[config.mk]
export PLATFORM = sky130hd
export DESIGN_NAME = c_like_source_tokenizer_top
export DESIGN_NICKNAME = d
export VERILOG_FILES = /design/src/design/ctok_pkg.sv /design/src/design/ctok_lexer.sv /design/src/design/ctok_out_buf.sv /design/src/design/c_like_source_tokenizer_top.sv
export SDC_FILE = /design/constraint.sdc
export NUM_CORES = 1
export LEC_CHECK = 0
export BUFFER_PORTS_ARGS = -buffer_cell sky130_fd_sc_hd__clkbuf_2
export CAP_MARGIN = 5
export CORE_ASPECT_RATIO = 1.4
export CORE_MARGIN = 2
export CORE_UTILIZATION = 34
export CTS_BUF_LIST = sky130_fd_sc_hd__clkbuf_4
export DETAILED_ROUTE_END_ITERATION = 10
export GPL_ROUTABILITY_DRIVEN = 1
export PLACE_DENSITY_LB_ADDON = 0.2
export REMOVE_ABC_BUFFERS = 1
export SYNTH_ARGS = -nofsm -noshare
export SYNTH_HDL_FRONTEND = slang
export SYNTH_SLANG_ARGS = --single-unit
[constraint.sdc]
create_clock -name aclk -period 9.3 [get_ports aclk]
set_input_delay 1.86 -clock aclk [delete_from_list [all_inputs] [get_ports aclk]]
set_output_delay 1.86 -clock aclk [all_outputs]
set_load 0.01 [all_outputs]
[src/design/ctok_pkg.sv]
`timescale 1ns / 1ps

package ctok_pkg;

    // input item: one source byte or the end of text
    typedef struct packed {
        logic [7:0] text_byte;
        logic       end_flag;
    } in_item_t;

    // result item
    typedef struct packed {
        logic [1:0] item_kind;
        logic [1:0] token_kind;
        logic [7:0] char_value;
        logic       first_char;
        logic [1:0] error_code;
        logic       last_of_run;
    } result_t;

    localparam int MaxResults = 4;

    // burst of results caused by one input item
    typedef struct packed {
        result_t [MaxResults-1:0] r;
        logic [2:0]               n;
    } burst_t;

    // item kinds
    localparam logic [1:0] IK_CHAR = 2'd0;
    localparam logic [1:0] IK_END  = 2'd1;
    localparam logic [1:0] IK_ERR  = 2'd2;

    // token kinds
    localparam logic [1:0] TK_IDENT  = 2'd0;
    localparam logic [1:0] TK_NUMBER = 2'd1;
    localparam logic [1:0] TK_STRING = 2'd2;
    localparam logic [1:0] TK_OP     = 2'd3;

    // error codes
    localparam logic [1:0] ERR_NONE      = 2'd0;
    localparam logic [1:0] ERR_SECOND_DOT = 2'd1;
    localparam logic [1:0] ERR_BAD_ESC   = 2'd2;
    localparam logic [1:0] ERR_OPEN_STR  = 2'd3;

    // characters with meaning to the lexer
    localparam logic [7:0] CH_UNDER  = 8'h5F;
    localparam logic [7:0] CH_PLUS   = 8'h2B;
    localparam logic [7:0] CH_MINUS  = 8'h2D;
    localparam logic [7:0] CH_SLASH  = 8'h2F;
    localparam logic [7:0] CH_STAR   = 8'h2A;
    localparam logic [7:0] CH_COLON  = 8'h3A;
    localparam logic [7:0] CH_DOT    = 8'h2E;
    localparam logic [7:0] CH_LF     = 8'h0A;
    localparam logic [7:0] CH_CR     = 8'h0D;
    localparam logic [7:0] CH_TAB    = 8'h09;
    localparam logic [7:0] CH_SPACE  = 8'h20;
    localparam logic [7:0] CH_QUOTE  = 8'h22;
    localparam logic [7:0] CH_BSLASH = 8'h5C;

    function automatic logic is_alpha(input logic [7:0] c);
        return (c >= 8'h61 && c <= 8'h7A) || (c >= 8'h41 && c <= 8'h5A);
    endfunction

    function automatic logic is_digit(input logic [7:0] c);
        return c >= 8'h30 && c <= 8'h39;
    endfunction

    function automatic logic is_space(input logic [7:0] c);
        return c == CH_SPACE || c == CH_TAB || c == CH_CR || c == CH_LF;
    endfunction

    function automatic result_t mk_result(input logic [1:0] kind, input logic [1:0] tk,
                                          input logic [7:0] ch, input logic first,
                                          input logic [1:0] err);
        result_t r;
        r.item_kind   = kind;
        r.token_kind  = tk;
        r.char_value  = ch;
        r.first_char  = first;
        r.error_code  = err;
        r.last_of_run = 1'b0;
        return r;
    endfunction

endpackage

[src/design/ctok_lexer.sv]
`timescale 1ns / 1ps

module ctok_lexer import ctok_pkg::*; (
    input  logic     aclk,
    input  logic     aresetn,
    input  logic     step_en,
    input  in_item_t in_item,
    output burst_t   burst
);

    typedef enum logic [11:0] {
        M_IDLE      = 12'b0000_0000_0001,
        M_IDENT     = 12'b0000_0000_0010,
        M_NUMBER    = 12'b0000_0000_0100,
        M_STR_EMPTY = 12'b0000_0000_1000,
        M_STR       = 12'b0000_0001_0000,
        M_ESC_EMPTY = 12'b0000_0010_0000,
        M_ESC       = 12'b0000_0100_0000,
        M_SLASH     = 12'b0000_1000_0000,
        M_COLON     = 12'b0001_0000_0000,
        M_LINE_CMT  = 12'b0010_0000_0000,
        M_BLK_CMT   = 12'b0100_0000_0000,
        M_BLK_STAR  = 12'b1000_0000_0000
    } mode_t;

    // outcome of a byte seen between tokens
    typedef struct packed {
        mode_t      mode;
        logic       clr_dot;
        logic [1:0] n;
        result_t    r0;
        result_t    r1;
    } start_t;

    mode_t mode_reg, mode_next;
    logic  dot_reg, dot_next;

    function automatic start_t start_token(input logic [7:0] c);
        start_t s;
        s.mode    = M_IDLE;
        s.clr_dot = 1'b0;
        s.n       = 2'd0;
        s.r0      = '0;
        s.r1      = '0;
        if (is_space(c)) begin
            s.mode = M_IDLE;
        end else if (c == CH_UNDER || is_alpha(c)) begin
            s.r0   = mk_result(IK_CHAR, TK_IDENT, c, 1'b1, ERR_NONE);
            s.n    = 2'd1;
            s.mode = M_IDENT;
        end else if (c == CH_PLUS || c == CH_MINUS || is_digit(c)) begin
            s.r0      = mk_result(IK_CHAR, TK_NUMBER, c, 1'b1, ERR_NONE);
            s.n       = 2'd1;
            s.clr_dot = 1'b1;
            s.mode    = M_NUMBER;
        end else if (c == CH_QUOTE) begin
            s.mode = M_STR_EMPTY;
        end else if (c == CH_SLASH) begin
            s.mode = M_SLASH;
        end else if (c == CH_COLON) begin
            s.mode = M_COLON;
        end else begin
            s.r0 = mk_result(IK_CHAR, TK_OP, c, 1'b1, ERR_NONE);
            s.r1 = mk_result(IK_END, TK_OP, 8'h00, 1'b0, ERR_NONE);
            s.n  = 2'd2;
        end
        return s;
    endfunction

    // escape translation, valid flag in the top bit
    function automatic logic [8:0] escape_of(input logic [7:0] c);
        logic [8:0] e;
        case (c)
            CH_BSLASH, CH_SLASH, CH_QUOTE: e = {1'b1, c};
            8'h62:   e = {1'b1, 8'h08};
            8'h66:   e = {1'b1, 8'h0C};
            8'h6E:   e = {1'b1, 8'h0A};
            8'h72:   e = {1'b1, 8'h0D};
            8'h74:   e = {1'b1, 8'h09};
            default: e = 9'h000;
        endcase
        return e;
    endfunction

    // next state and the results of this item
    always_comb begin
        logic [7:0]  c;
        logic [2:0]  n;
        logic [2:0]  last_idx;
        logic        do_start;
        logic        empty;
        logic [8:0]  esc;
        start_t      st;
        result_t [MaxResults-1:0] res;

        c         = in_item.text_byte;
        n         = 3'd0;
        res       = '0;
        do_start  = 1'b0;
        mode_next = mode_reg;
        dot_next  = dot_reg;
        empty     = (mode_reg == M_STR_EMPTY) || (mode_reg == M_ESC_EMPTY);
        esc       = escape_of(c);
        st        = start_token(c);
        last_idx  = 3'd0;

        if (in_item.end_flag) begin
            unique case (mode_reg)
                M_IDENT: begin
                    res[0] = mk_result(IK_END, TK_IDENT, 8'h00, 1'b0, ERR_NONE);
                    n = 3'd1;
                end
                M_NUMBER: begin
                    res[0] = mk_result(IK_END, TK_NUMBER, 8'h00, 1'b0, ERR_NONE);
                    n = 3'd1;
                end
                M_STR_EMPTY, M_STR, M_ESC_EMPTY, M_ESC: begin
                    res[0] = mk_result(IK_ERR, TK_STRING, 8'h00, 1'b0, ERR_OPEN_STR);
                    n = 3'd1;
                end
                M_SLASH: begin
                    res[0] = mk_result(IK_CHAR, TK_OP, CH_SLASH, 1'b1, ERR_NONE);
                    res[1] = mk_result(IK_END, TK_OP, 8'h00, 1'b0, ERR_NONE);
                    n = 3'd2;
                end
                M_COLON: begin
                    res[0] = mk_result(IK_CHAR, TK_OP, CH_COLON, 1'b1, ERR_NONE);
                    res[1] = mk_result(IK_END, TK_OP, 8'h00, 1'b0, ERR_NONE);
                    n = 3'd2;
                end
                default: n = 3'd0;
            endcase
            mode_next = M_IDLE;
            dot_next  = 1'b0;
        end else begin
            unique case (mode_reg)
                M_IDENT: begin
                    if (c == CH_UNDER || is_alpha(c) || is_digit(c)) begin
                        res[0] = mk_result(IK_CHAR, TK_IDENT, c, 1'b0, ERR_NONE);
                        n = 3'd1;
                    end else begin
                        res[0] = mk_result(IK_END, TK_IDENT, 8'h00, 1'b0, ERR_NONE);
                        n = 3'd1;
                        do_start = 1'b1;
                    end
                end
                M_NUMBER: begin
                    if (c == CH_DOT) begin
                        if (dot_reg) begin
                            res[0] = mk_result(IK_ERR, TK_NUMBER, c, 1'b0, ERR_SECOND_DOT);
                        end else begin
                            res[0] = mk_result(IK_CHAR, TK_NUMBER, c, 1'b0, ERR_NONE);
                            dot_next = 1'b1;
                        end
                        n = 3'd1;
                    end else if (is_digit(c)) begin
                        res[0] = mk_result(IK_CHAR, TK_NUMBER, c, 1'b0, ERR_NONE);
                        n = 3'd1;
                    end else begin
                        res[0] = mk_result(IK_END, TK_NUMBER, 8'h00, 1'b0, ERR_NONE);
                        n = 3'd1;
                        do_start = 1'b1;
                    end
                end
                M_STR_EMPTY, M_STR: begin
                    if (c == CH_BSLASH) begin
                        mode_next = empty ? M_ESC_EMPTY : M_ESC;
                    end else if (c == CH_QUOTE) begin
                        res[0] = mk_result(IK_END, TK_STRING, 8'h00, 1'b0, ERR_NONE);
                        n = 3'd1;
                        mode_next = M_IDLE;
                    end else begin
                        res[0] = mk_result(IK_CHAR, TK_STRING, c, empty, ERR_NONE);
                        n = 3'd1;
                        mode_next = M_STR;
                    end
                end
                M_ESC_EMPTY, M_ESC: begin
                    if (!esc[8]) begin
                        res[0] = mk_result(IK_ERR, TK_STRING, c, 1'b0, ERR_BAD_ESC);
                        mode_next = empty ? M_STR_EMPTY : M_STR;
                    end else begin
                        res[0] = mk_result(IK_CHAR, TK_STRING, esc[7:0], empty, ERR_NONE);
                        mode_next = M_STR;
                    end
                    n = 3'd1;
                end
                M_SLASH: begin
                    if (c == CH_STAR) begin
                        mode_next = M_BLK_CMT;
                    end else if (c == CH_SLASH) begin
                        mode_next = M_LINE_CMT;
                    end else begin
                        res[0] = mk_result(IK_CHAR, TK_OP, CH_SLASH, 1'b1, ERR_NONE);
                        res[1] = mk_result(IK_END, TK_OP, 8'h00, 1'b0, ERR_NONE);
                        n = 3'd2;
                        do_start = 1'b1;
                    end
                end
                M_COLON: begin
                    res[0] = mk_result(IK_CHAR, TK_OP, CH_COLON, 1'b1, ERR_NONE);
                    if (c == CH_COLON) begin
                        res[1] = mk_result(IK_CHAR, TK_OP, CH_COLON, 1'b0, ERR_NONE);
                        res[2] = mk_result(IK_END, TK_OP, 8'h00, 1'b0, ERR_NONE);
                        n = 3'd3;
                        mode_next = M_IDLE;
                    end else begin
                        res[1] = mk_result(IK_END, TK_OP, 8'h00, 1'b0, ERR_NONE);
                        n = 3'd2;
                        do_start = 1'b1;
                    end
                end
                M_LINE_CMT: begin
                    if (c == CH_LF) mode_next = M_IDLE;
                end
                M_BLK_CMT: begin
                    if (c == CH_STAR) mode_next = M_BLK_STAR;
                end
                M_BLK_STAR: begin
                    if (c == CH_SLASH) mode_next = M_IDLE;
                    else if (c != CH_STAR) mode_next = M_BLK_CMT;
                end
                default: do_start = 1'b1;
            endcase

            // byte that opens the next token
            if (do_start) begin
                mode_next = st.mode;
                if (st.clr_dot) dot_next = 1'b0;
                if (st.n != 2'd0) begin
                    res[n[1:0]] = st.r0;
                    n = n + 3'd1;
                end
                if (st.n == 2'd2) begin
                    res[n[1:0]] = st.r1;
                    n = n + 3'd1;
                end
            end
        end

        // flag the final result of the run
        if (n != 3'd0) begin
            last_idx = n - 3'd1;
            res[last_idx[1:0]].last_of_run = 1'b1;
        end

        burst.r = res;
        burst.n = n;
    end

    // lexer state
    always_ff @(posedge aclk) begin
        if (!aresetn) begin
            mode_reg <= M_IDLE;
            dot_reg  <= 1'b0;
        end else if (step_en) begin
            mode_reg <= mode_next;
            dot_reg  <= dot_next;
        end
    end

endmodule

[src/design/ctok_out_buf.sv]
`timescale 1ns / 1ps

module ctok_out_buf import ctok_pkg::*; (
    input  logic    aclk,
    input  logic    aresetn,
    input  logic    load,
    input  burst_t  burst,
    output logic    can_load,
    output logic    m_valid,
    input  logic    m_ready,
    output result_t m_data
);

    result_t [MaxResults-1:0] res_reg;
    logic [2:0] cnt_reg;
    logic [1:0] rd_reg;

    assign m_valid  = cnt_reg != 3'd0;
    assign m_data   = res_reg[rd_reg];
    // room for a new burst once the last held item leaves
    assign can_load = (cnt_reg == 3'd0) || (cnt_reg == 3'd1 && m_ready);

    // burst payload
    always_ff @(posedge aclk) begin
        if (load) res_reg <= burst.r;
    end

    // fill count and read pointer
    always_ff @(posedge aclk) begin
        if (!aresetn) begin
            cnt_reg <= 3'd0;
            rd_reg  <= 2'd0;
        end else if (load) begin
            cnt_reg <= burst.n;
            rd_reg  <= 2'd0;
        end else if (m_valid && m_ready) begin
            cnt_reg <= cnt_reg - 3'd1;
            rd_reg  <= rd_reg + 2'd1;
        end
    end

endmodule

[src/design/c_like_source_tokenizer_top.sv]
`timescale 1ns / 1ps
// the first result of an item is valid in the cycle after the item is accepted
// throughput: one item per cycle while each item gives at most one result and m_ready is high;
// an item that gives k results holds the output buffer until all k results are taken
// reset: aresetn low clears the lexer to idle between tokens, clears the dot flag
// and empties the result buffer
module c_like_source_tokenizer_top import ctok_pkg::*; (
    input  logic     aclk,
    input  logic     aresetn,
    input  logic     s_valid,
    output logic     s_ready,
    input  in_item_t s_data,
    output logic     m_valid,
    input  logic     m_ready,
    output result_t  m_data
);

    burst_t burst;
    logic   can_load;
    logic   step_en;

    assign s_ready = can_load;
    assign step_en = s_valid && s_ready;

    // state and result decode
    ctok_lexer u_lexer (
        .aclk    (aclk),
        .aresetn (aresetn),
        .step_en (step_en),
        .in_item (s_data),
        .burst   (burst)
    );

    // result register and serializer
    ctok_out_buf u_out_buf (
        .aclk     (aclk),
        .aresetn  (aresetn),
        .load     (step_en),
        .burst    (burst),
        .can_load (can_load),
        .m_valid  (m_valid),
        .m_ready  (m_ready),
        .m_data   (m_data)
    );

endmodule
* After elaboration in Yosys (flattened, before gate mapping)
Index checks and enable logic that the tools add are counted.
Widths: inputs -> output; s select.
** Word-level totals
- Flip-flop bits (word level) :: 82
- Input bits :: 13
- Output and inout port bits :: 18
- Word-level logic and storage cells :: 217
** Cells by class
- Add/subtract/negate cells :: 5
- Order comparisons :: 13
- Equal/unequal tests :: 37
- Muxes and demuxes :: 98
- Bitwise operators :: 1
- Reduce and logical (&&, ||, !) cells :: 35
** Operator list (count)
- $mux 64 :: 6
- $bwmux 64 :: 3
- $mux 16 :: 12
- $mux 12 :: 15
- $mux 15 :: 7
- $mux 34 :: 3
- $demux 16 s2 :: 3
- $pmux 16 s6 :: 1
- $pmux 12 s7 :: 1
- $pmux 16 s5 :: 1
- $eq 8x6->1 const B :: 8
- $mux 32 :: 2
- $mux 31 :: 2
- $eq 8x7->1 const B :: 7
- $pmux 9 s6 :: 1
- $mux 18 :: 2
- $mux 35 :: 1
- $bmux 16 s2 :: 1
- $pmux 16 s2 :: 1
- $mux 3 :: 10
- $eq 8x4->1 const B :: 3
- $mux 9 :: 2
- $mux 1 :: 17
- $ge 8x7->1 const B :: 2
- other kinds (44) :: 78

* Depth between registers and ports, before layout
Gate-level depths: netlist of run 1.
- Depth after elaboration :: 22
- Depth in mapped cells :: 18

* Cells and area by module
Synthesis of run 1 repeated with hierarchy kept, for this count alone.
** Second synthesis, totals
- Cells, all modules :: 552
- Area, all modules :: 5579.1 sq um
** By module, submodules not included
- ctok_lexer :: times used 1, cells each 430, area an instance 2947.8 sq um, sequential area each 260.2 sq um
- ctok_out_buf :: times used 1, cells each 121, area an instance 2625.0 sq um, sequential area each 2021.9 sq um
- c_like_source_tokenizer_top :: times used 1, cells each 1, area an instance 6.3 sq um, sequential area each 0.0 sq um

* Worst setup path before layout of run 1
No wires, ideal clock.
- Path type :: input to register
- Start point :: input s_data[4] in the netlist's numbering
- End point :: register u_out_buf.res_reg[8] in the netlist's numbering, data pin
- Arrival time :: 5.192 ns
- Required time :: 9.028 ns
- Path slack :: 3.835 ns
- Stages on the path :: 16
- Buffers on the path :: 2
- Cell sequence :: clkbuf_1 -> clkbuf_1 -> nand4b_1 -> nor3b_1 -> o21ai_0 -> nor3_1 -> ha_1 -> nor2_1 -> a21oi_1 -> inv_1 -> ha_1 -> inv_1 -> o211a_1 -> a21boi_0 -> o311ai_0 -> o21ai_0
** RTL lines
- from (decl) :: line c_like_source_tokenizer_top.sv:12 : input in_item_t s_data,
- to (signal assigned) :: line ctok_out_buf.sv:25 : if (load) res_reg <= burst.r;
- to (decl) :: line ctok_out_buf.sv:14 : result_t [MaxResults-1:0] res_reg;

==> metrics.csv, run 1 <==
metric;value;unit
insertion_delay;0.44;ns
cp-end-kind;flop;
holdBufCountCts;0;
crit_path_start_kind;input port;
cts_tree;done;
htree_levels;3;
worst_pin_slew;1.190;ns
dieArea;15900;µm²
place_congestion;0.9677;
dr.first_iter.drc_count;346;
io_pins;31;
p_leak;1.938;nW
intPower;695.0;µW
cp.depth;15;
r2r_start;u_lexer.mode_reg[11]$_SDFFE_PN0P_;
yosysUniqueCellTypes;84;
fp.coreArea;14510;µm²
antenna_found_initial;1;
worstHoldStart;u_out_buf.cnt_reg[2]$_SDFFE_PN0P_;
worstPathCellList;clkbuf_2 > nor3b_1 > nor3b_1 > o21ai_0 > nor3_1 > ha_1 > nor2_1 > a21oi_1 > inv_1 > ha_1 > inv_1 > o211a_1 > a21boi_0 > o311ai_0 > o21ai_0;
portBuffers;30;
die_w;107.1;µm
synth_top_area_share;32.62;%
slowest_stage;nor3_1;
area_delta_synth_final;8.302;%
power_density;189.6;nW/µm²
synth.top_cells.by_area;edfxtp_1 33%, dfxtp_1 7.1%, mux4_2 5.8%;
path_clk_slew;0.13;ns
ys_async_sr_fraction;0;%
fillCellCount;1470;
swShare;33.14;%
largest_reg_flops;55;
critPathLaunch;s_data[1];
postPlaceCellArea;5324;µm²
post_cts_buffers;0;
layout-drive-gt1-share;17.75;%
combPwrFrac;30.9;%
grt_max_degree;57;
synthFlopType;edfxtp_1;
multi_input_area;2850;µm²
relSlewSlack;19.94;%
grt_overflow;0;
rsz0062_at_grt;false;
critPathBufInv;3;
sequentialPowerShare;47.0;%
vias;4336;
start_util;34.90;%
postRouteAntennaNets;0;
ys_top_cells_by_count;55 x edfxtp_1, 40 x nand2_1, 39 x nor2_1;
clk_path_buf_depth;2;
pwr-share-clk;22.1;%
fin_crit_sh;61.34;%
worst_ep_arrival_time;5.89;ns
fin_skew;0.01937;ns
max_stage_delay;0.68;ns
vdd_drop_max;0.07312;mV
wirelength;15510;µm
worst-path-max-fanout;14;
outcome;completed;
period_minus_slack;5.705;ns
drv_cap;0;
root_buffer;clkbuf_4;
rr_worst_depth;13;
hold_path_depth;2;
grt_use_total;20.29;%
cts_resized;0;
chipHeight;148.4;µm
crit_family;simple AND/OR/NAND/NOR gates;
regArea;2012;µm²
cts_buffers;9;
nets;543;
netlist_area;5064;µm²
switchingPower;344.5;µW
setup_tns;0;ns
hold_viol;0;
vias_per_cell;6.073;
drv_slew;0;
setup_viol;0;
yosysWarnings;0;
first_pass_iters;6;
hpwl;11660;µm
min_path_type;reg -> reg;
max_freq;175.3;MHz
yosysSeqAreaShare;39.73;%
syn_inst;512;
synth.ff_latch_count;73;
avgSynthCellArea;9.890;µm²
fin_area;5484;µm²
rows;52;
synth_largest_area_cell;edfxtp_1;
wl_per_cell;21.72;µm
crit_type;in -> reg;
synth_most_common_cell;edfxtp_1;
first_global_vias;4286;
cts.sinks;73;
grt_pass1_wl;24520;µm
worstPathRequired;9.49;ns
drcViolationCount;0;
synth_edf_count;55;
## worst reg2reg max path, stage by stage (launching register included)
cell and delay [ns]:
dfxtp_1 0.41, nor4_1 1.03, nand4_1 0.62, o21ai_0 0.39, nor3_1 0.24, ha_1 0.36
nor2_1 0.05, a21oi_1 0.23, ha_1 0.28, o2111ai_1 0.18, xor2_1 0.23, a2111oi_2 0.44
nand2_1 0.13, a31oi_1 0.20
## layer usage
layer	wire length, µm	share of wire (%)	up-vias	track usage, %
met1	6119	39	2135	23.46
met4	553	3.6	0	8.117
li1	-	-	2015	-
met2	8243	53	145	37.31
met5	0	0	-	0
met3	591	3.8	41	2.673
## per-stage QoR
stage | power, mW | cells | hold WS [ns] | setup slack (ns) | utilization (%)
after floorplan | 0.7014 | 474 | 0.4646 | 4.145 | -
after global placement | 0.8143 | 697 | 0.4832 | 3.423 | 36.69
after detailed placement | 0.8240 | 697 | 0.4929 | 3.257 | 36.69
after CTS | 1.053 | 713 | 0.5135 | 3.720 | 37.78
after global routing | 1.098 | 714 | 0.5430 | 3.157 | 37.80
final | 1.040 | 714 | 0.5171 | 3.595 | 37.80
## cells in the final DEF (no fill, tap or decap), types with 4 or more instances in the layout
| cell type | count |
|---|---|
| edfxtp_1 | 55 |
| o211a_1 | 5 |
| or2_2 | 5 |
| clkbuf_4 | 10 |
| a21boi_0 | 4 |
| nand2b_1 | 6 |
| ha_1 | 11 |
| mux4_2 | 13 |
| nor3_1 | 11 |
| nor4_1 | 15 |
| xor2_1 | 7 |
| nand4_1 | 9 |
| o31ai_1 | 5 |
| mux2i_1 | 4 |
| and4_1 | 4 |
| o21ai_0 | 19 |
| a31o_2 | 4 |
| xnor2_1 | 4 |
| nor2b_1 | 10 |
| clkbuf_2 | 30 |
| a31o_1 | 4 |
| buf_4 | 4 |
| a32o_1 | 4 |
| dfxtp_1 | 18 |
| nand3_1 | 10 |
| nand3b_1 | 5 |
| and3_1 | 7 |
| a21o_1 | 5 |
| a21oi_1 | 18 |
| inv_1 | 10 |
| nor2_1 | 39 |
| nand2_1 | 40 |
| o22ai_1 | 5 |
| o211ai_1 | 13 |
| a32oi_1 | 4 |
| or4_1 | 5 |
| a31oi_1 | 9 |
| and2_1 | 19 |
## power by group through the flow
stage	clock (mW)	sequential, mW	combinational [mW]
floorplan	0	0.495	0.207
global placement	0	0.493	0.322
detailed placement	0	0.498	0.326
CTS	0.235	0.490	0.327
global route	0.248	0.497	0.353
finish	0.230	0.488	0.321
## worst paths after layout
path	end	slack, ns
worst max register to register	u_out_buf.cnt_reg[2]$_SDFFE_PN0P_	4.45
worst max-delay path	u_out_buf.res_reg[8]$_DFFE_PP_	3.60
worst min register to register	u_out_buf.cnt_reg[2]$_SDFFE_PN0P_	0.52
worst min-delay path	u_out_buf.cnt_reg[2]$_SDFFE_PN0P_	0.52
## logic make-up after synthesis
kind of cell / count (synthesis) / synth area share [%]
multiplexers: 19 / 7.018
AO/OA/AOI/OAI: 143 / 22.21
XOR/XNOR: 11 / 1.903
flip-flops: 73 / 39.73
adder cells (fa/ha/maj): 11 / 2.718
buffers and inverters: 50 / 3.978
AND/OR/NAND/NOR: 205 / 22.44
## final cells by class
cell class | instances | share of cell area, %
tap | 189 | 4.312
clock inverter | 6 | 1.506
inverter | 12 | 0.8214
clock buffer | 10 | 1.369
multi-input combinational | 389 | 51.97
antenna | 1 | 0.04563
sequential | 73 | 36.69
timing repair buffer | 34 | 3.285
Note: power is estimated with default switching activity, not from simulation.
==> inputs of run 2 (changes only) <==
==> constraint.sdc (replaced) <==
create_clock -name aclk -period 5.8 [get_ports aclk]
set_input_delay 1.16 -clock aclk [delete_from_list [all_inputs] [get_ports aclk]]
set_output_delay 1.16 -clock aclk [all_outputs]
set_load 0.01 [all_outputs]
==> run 2 against run 1 <==
Register-to-register slack worse by 3.1 ns. Sequential cell count unchanged. Power up 60%. First-iteration DRC count up 25%. Clock skew up 0.0065 ns. Combinational power up 59%. Die area unchanged. Sequential power up 60%. Setup slack worse by 2.5 ns. Core utilization up 0.29 points. Design area up 0.78%. Hold slack about the same.
==> metrics.csv, run 2 (same netlist as run 1, synthesis figures left out) <==
metric;value;unit;change
io_pins;31;;unchanged
hold_viol;0;;unchanged
grt_overflow;0;;unchanged
first_pass_iters;7;;+1
cts_tree;done;;
grt_pass1_wl;24070;µm;-1.8%
r2r_start;u_lexer.mode_reg[7]$_SDFFE_PN0P_;;
min_path_type;reg -> reg;;
holdBufCountCts;0;;unchanged
slowest_stage;nor3b_1;;
outcome;completed;;
r2r_slack;1.35;ns;-3.10 ns
drv_slew;0;;unchanged
first_global_vias;4220;;-1.5%
setup_tns;0;ns;unchanged
min_to;u_out_buf.cnt_reg[2]$_SDFFE_PN0P_;;
pwr-share-clk;22.5;%;+0.4 points
cts_resized;0;;unchanged
hold_path_depth;2;;unchanged
sequentialPowerShare;46.8;%;-0.2 points
layout-drive-gt1-share;18.71;%;+0.97 points
fin_skew;0.02586;ns;+0.006489 ns
drv_cap;0;;unchanged
cp-end-kind;flop;;
path_clk_slew;0.13;ns;about the same
switchingPower;555.4;µW;+61%
power_density;301.5;nW/µm²;+59%
vias_per_cell;6.039;;-0.56%
postRouteAntennaNets;0;;unchanged
final_common_cell;edfxtp_1;;
worstPathCellList;clkbuf_2 > nor3b_1 > nor3b_1 > o21ai_0 > nor3_1 > buf_4 > ha_1 > nor2_1 > a21oi_1 > ha_1 > o2111ai_1 > xor2_1 > a2111oi_2 > nand2_1 > a31oi_1;;
relSlewSlack;42.89;%;+23 points
root_buffer;clkbuf_4;;
antenna_found_initial;1;;unchanged
vias;4342;;+0.14%
intPower;1.111;mW;+60%
totalPowerFinal;1.666;mW;+60%
worst_pin_slew;0.8501;ns;-0.3398 ns
period_minus_slack;4.716;ns;
hpwl;11620;µm;-0.36%
fp.coreArea;14510;µm²;unchanged
drcViolationCount;0;;unchanged
start_util;34.90;%;unchanged
worstPathRequired;6.17;ns;-3.32 ns
cts.sinks;73;;unchanged
layout_common_cells;55 x edfxtp_1, 40 x nand2_1, 39 x nor2_1;;
grt_use_total;19.91;%;-0.38 points
wirelength;15380;µm;-0.81%
crit_type;in -> reg;;
largest_reg_flops;55;;unchanged
insertion_delay;0.45;ns;about the same
crit_path_start_kind;input port;;
portBuffers;30;;unchanged
rsz0062_at_grt;false;;
p_leak;1.959;nW;+1.1%
place_congestion;0.9270;;-4.2%
worst_ep_arrival_time;5.09;ns;-0.80 ns
rows;52;;unchanged
utilization;38.09;%;+0.29 points
chipHeight;148.4;µm;unchanged
vdd_drop_max;0.1322;mV;+81%
grt_max_degree;58;;+1.8%
combPwrFrac;30.7;%;-0.2 points
dr.first_iter.drc_count;434;;+25%
worstHoldStart;u_out_buf.cnt_reg[2]$_SDFFE_PN0P_;;
nets;548;;+0.92%
dieArea;15900;µm²;unchanged
worst-path-max-fanout;14;;unchanged
area_delta_synth_final;9.143;%;
whs;0.5175;ns;+0.0004030 ns
wl_per_cell;21.39;µm;-1.5%
htree_levels;3;;unchanged
fin_crit_sh;81.31;%;
rr_worst_depth;14;;+1
max_stage_delay;0.57;ns;-0.11 ns
max_freq;212.1;MHz;
clk_path_buf_depth;2;;unchanged
post_cts_buffers;0;;unchanged
swShare;33.33;%;+0.19 points
cts_buffers;9;;unchanged
r2r_end;u_out_buf.cnt_reg[2]$_SDFFE_PN0P_;;
setup_viol;0;;unchanged
die_w;107.1;µm;unchanged
==> run 2: cell count changes in the layout (fill, tap and decap cells not counted), sizes merged <==
cell / previous run / this run
clkinvlp: 0 / 1
clkbuf: 40 / 39
buf: 4 / 9
==> run 2: worst max-delay path, delay by kind of cell <==
| family | cells | cell delay [ns] |
|---|---|---|
| buf+inv | 2 | 0.39 |
| simple gates | 5 | 1.43 |
| fa+ha+maj | 2 | 0.43 |
| compound gates | 5 | 1.44 |
| xor+xnor | 1 | 0.23 |
==> run 2: worst max path at each step <==
stage	start	endpoint	slack [ns]	depth (start not counted)
2_1_floorplan	s_data[1]	u_out_buf.res_reg[8]$_DFFE_PP_	1.34	14
3_3_place_gp	s_data[1]	u_out_buf.res_reg[8]$_DFFE_PP_	0.88	16
3_5_place_dp	s_data[1]	u_out_buf.res_reg[8]$_DFFE_PP_	0.74	16
4_1_cts	s_data[1]	u_out_buf.cnt_reg[2]$_SDFFE_PN0P_	1.19	15
5_1_grt	s_data[1]	u_out_buf.cnt_reg[2]$_SDFFE_PN0P_	0.68	15
6_report	s_data[1]	u_out_buf.cnt_reg[2]$_SDFFE_PN0P_	1.08	15
==> run 2: power by group through the flow <==
| stage | logic, mW | clock network [mW] | registers [mW] |
|---|---|---|---|
| floorplan | 0.331 | 0 | 0.793 |
| global placement | 0.519 | 0 | 0.789 |
| detailed placement | 0.519 | 0 | 0.796 |
| CTS | 0.521 | 0.383 | 0.784 |
| global route | 0.568 | 0.404 | 0.795 |
| finish | 0.511 | 0.375 | 0.780 |
==> run 2: layout make-up <==
type                            instances  area [µm²]
Timing Repair Buffer                   39       217.7
Antenna cell                            1       2.502
Inverter                               12       45.04
Multi-Input combinational cell        389        2850
Tap cell                              189       236.5
Sequential cell                        73        2012
Fill cell                            1454        8982
Clock inverter                          7       95.09
Clock buffer                            9       67.56
==> run 2: metal layers <==
layer | vias to the layer above | wire length (µm) | part of all wire, % | GRT usage [%]
li1 | 2034 | - | - | -
met1 | 2115 | 6068 | 39 | 23.74
met2 | 156 | 7987 | 52 | 34.49
met3 | 37 | 666 | 4.3 | 2.498
met4 | 0 | 660 | 4.3 | 10.78
met5 | - | 0 | 0 | 0
==> run 2: through the flow <==
stage / setup WS (ns) / area, µm² / cells
2_1_floorplan: 1.345 / 4907 / 474
3_3_place_gp: 0.8829 / 5361 / 702
3_5_place_dp: 0.7406 / 5361 / 702
4_1_cts: 1.187 / 5524 / 718
5_1_grt: 0.6825 / 5527 / 719
6_report: 1.084 / 5527 / 719
==> inputs of run 3 (changes only) <==
--- a/config.mk
+++ b/config.mk
@@ -5,6 +5,7 @@
 export SDC_FILE = /design/constraint.sdc
 export NUM_CORES = 1
 export LEC_CHECK = 0
+export ABC_AREA = 1
 export BUFFER_PORTS_ARGS = -buffer_cell sky130_fd_sc_hd__clkbuf_2
 export CAP_MARGIN = 5
 export CORE_ASPECT_RATIO = 1.4
==> constraint.sdc (replaced) <==
create_clock -name aclk -period 3.9 [get_ports aclk]
set_input_delay 0.78 -clock aclk [delete_from_list [all_inputs] [get_ports aclk]]
set_output_delay 0.78 -clock aclk [all_outputs]
set_load 0.01 [all_outputs]
==> run 3 against run 2 <==
Die area grew 2.3%. Synthesized cell count grew 41%. Setup slack lost 0.34 ns. Design area grew 4.1%. Register-to-register slack lost 0.57 ns. Combinational power grew to 2.8 times the previous value. Hold slack lost 0.040 ns. Sequential power grew 53%. Count of clock-buffer cells in the layout grew 1. Critical path type unchanged. Critical endpoint is now u_out_buf.res_reg[16]$_SDFFCE_PN0P_. Highest routed layer unchanged.
==> metrics.csv, run 3 <==
metric;value;unit;change
avgSynthCellArea;7.201;µm²;-27%
crit_type;in -> reg;;
drv_cap;0;;unchanged
synth.ff_latch_count;73;;unchanged
setup_viol;0;;unchanged
grt_use_total;20.54;%;+0.63 points
wl_per_cell;16.72;µm;-22%
nets;780;;+42%
antenna_found_initial;1;;unchanged
place_congestion;0.9660;;+4.2%
ys_top_cells_by_count;175 x nand2_1, 110 x nor2_1, 74 x inv_1;;
synth_most_common_cell;nand2_1;;
grt_overflow;0;;unchanged
layout_common_cells;175 x nand2_1, 110 x nor2_1, 74 x inv_1;;
relSlewSlack;41.28;%;-1.6 points
fp.coreArea;14990;µm²;+3.3%
p_leak;2.626;nW;+34%
area_delta_synth_final;10.96;%;
fin_skew;0.02256;ns;-0.003303 ns
synth_xor_area_share;0.3378;%;-1.6 points
io_pins;31;;unchanged
crit_path_start_kind;input port;;
vias;4827;;+11%
chipHeight;150.1;µm;+1.2%
post_cts_buffers;0;;unchanged
start_util;34.60;%;-0.30 points
netlist_area;5185;µm²;+2.4%
synth.top_cells.by_area;edfxtp_1 32%, nand2_1 13%, nor2_1 8.0%;;
portBuffers;30;;unchanged
swShare;43.05;%;+9.7 points
cts_resized;0;;unchanged
worst_ep_arrival_time;3.45;ns;-1.64 ns
insertion_delay;0.45;ns;about the same
synthFlopType;edfxtp_1;;
layout-drive-gt1-share;16.95;%;-1.8 points
outcome;completed;;
setup_tns;0;ns;unchanged
grt_max_degree;59;;+1.7%
period_minus_slack;3.154;ns;
dpl.cell_count;937;;+33%
cts_tree;done;;
cp-end-kind;flop;;
yosysWarnings;0;;unchanged
worstPathRequired;4.20;ns;-1.97 ns
vdd_drop_max;0.2450;mV;+85%
hold_viol;0;;unchanged
syn_inst;720;;+41%
path_clk_slew;0.15;ns;+0.02 ns
drcViolationCount;0;;unchanged
rows;53;;+1.9%
postRouteAntennaNets;0;;unchanged
sequentialPowerShare;37.1;%;-9.7 points
die_w;108.4;µm;+1.1%
pwr-share-clk;18.1;%;-4.4 points
cts.sinks;73;;unchanged
synth_compound_area_share;13.01;%;-9.2 points
synth_top_family_by_area;simple AND/OR/NAND/NOR gates;;
synth_largest_area_cell;edfxtp_1;;
yosysSeqAreaShare;38.80;%;-0.93 points
grt_pass1_wl;25470;µm;+5.8%
min_path_type;reg -> reg;;
max_freq;317.1;MHz;
intPower;1.826;mW;+64%
hpwl;12570;µm;+8.2%
synth_adder_area_share;2.654;%;-0.064 points
power_density;557.3;nW/µm²;+85%
ys_async_sr_fraction;0;%;unchanged
hold_path_depth;2;;unchanged
root_buffer;clkbuf_4;;
rr_worst_depth;23;;+9
synth.area.mux_share;0;%;-7.0 points
worst-path-max-fanout;6;;-8
synthSimpleGateAreaFrac;37.36;%;+15 points
cts_buffers;9;;unchanged
holdBufCountCts;0;;unchanged
stdcell_count;954;;+33%
fin_crit_sh;80.87;%;
clk_path_buf_depth;2;;unchanged
final_common_cell;nand2_1;;
rsz0062_at_grt;false;;
combPwrFrac;44.9;%;+14 points
largest_reg_flops;55;;unchanged
first_global_vias;4775;;+13%
vias_per_cell;5.060;;-16%
dr.first_iter.drc_count;337;;-22%
drv_slew;0;;unchanged
dieArea;16270;µm²;+2.3%
synth_top_area_share;31.85;%;-0.76 points
worst_pin_slew;0.8799;ns;+0.02976 ns
synth_edf_count;55;;unchanged
first_pass_iters;5;;-2
switchingPower;1.380;mW;+150%
wirelength;15950;µm;+3.7%
yosysUniqueCellTypes;48;;-43%
htree_levels;3;;unchanged
## run 3: cell types whose count changed after synthesis, moves of 19 or more
cell     previous run  this run
inv_1              11        74
nand3_1            10        43
o21ai_0            19        58
nand2_1            40       175
nor2_1             39       110
and2_1             19         0
## run 3: critical path, stage by stage
cell,delay [ns]
clkbuf_2,0.11
inv_2,0.12
nand2_2,0.11
nor2_1,0.19
nand2_1,0.09
inv_2,0.12
nand3_1,0.18
nand2_1,0.12
inv_1,0.06
nand2_1,0.07
inv_1,0.06
ha_1,0.29
nand3_1,0.08
nand2_1,0.11
ha_1,0.29
inv_1,0.05
nand4_1,0.07
nand2_1,0.08
nand2_1,0.05
nand2_1,0.05
nand2_1,0.06
nand2_1,0.11
inv_1,0.07
a21oi_1,0.12
## run 3: area by class of cell
type                            count  area (µm²)
Antenna cell                        1       2.502
Clock buffer                       10       75.07
Clock inverter                      6       92.59
Fill cell                        1665        9234
Inverter                           87       326.6
Multi-Input combinational cell    544        2771
Sequential cell                    73        2012
Tap cell                          192       240.2
Timing Repair Buffer               41       232.7
## run 3: stage by stage
| stage | setup slack [ns] | cell area (µm²) | utilization [%] | total power, mW | hold slack (ns) |
|---|---|---|---|---|---|
| after global routing | 0.4166 | 5753 | 38.39 | 3.466 | 0.5204 |
| final | 0.7461 | 5753 | 38.39 | 3.206 | 0.4772 |
| after floorplan | 0.4032 | 5105 | - | 2.196 | 0.4439 |
| after CTS | 0.7395 | 5751 | 38.37 | 3.238 | 0.4843 |
| after detailed placement | 0.2805 | 5583 | 37.25 | 2.659 | 0.4645 |
| after global placement | 0.3636 | 5583 | 37.25 | 2.639 | 0.4610 |
## run 3: cell families after synthesis
group	Yosys count
DFF	73
xor gates and xnor gates	2
adders and majority gates	11
AOI/OAI and AO/OA	119
buffers and inverters	103
and+or+nand+nor	412
## run 3: worst paths after layout
check	startpoint	endpoint	slack (ns)
worst min register to register	u_out_buf.cnt_reg[1]$_SDFFE_PN0P_	u_out_buf.cnt_reg[1]$_SDFFE_PN0P_	0.48
worst max register to register	u_lexer.mode_reg[11]$_SDFFE_PN0P_	u_out_buf.res_reg[16]$_SDFFCE_PN0P_	0.78
worst min-delay path	u_out_buf.cnt_reg[1]$_SDFFE_PN0P_	u_out_buf.cnt_reg[1]$_SDFFE_PN0P_	0.48
worst max-delay path	s_data[7]	u_out_buf.res_reg[16]$_SDFFCE_PN0P_	0.75
## run 3: power groups by stage
stage | Clock [mW] | Sequential (mW) | Combinational [mW]
final | 0.580 | 1.19 | 1.44
after floorplan | 0 | 1.21 | 0.986
after global routing | 0.624 | 1.21 | 1.63
after CTS | 0.595 | 1.19 | 1.45
after global placement | 0 | 1.20 | 1.44
after detailed placement | 0 | 1.21 | 1.45
## run 3: layer usage
layer / up-vias / wire length (µm) / global-route usage, %
met5: - / 0 / 0
met4: 0 / 491 / 7.821
met2: 110 / 8312 / 37.92
met3: 25 / 492 / 3.203
li1: 2451 / - / -
met1: 2241 / 6650 / 23.49
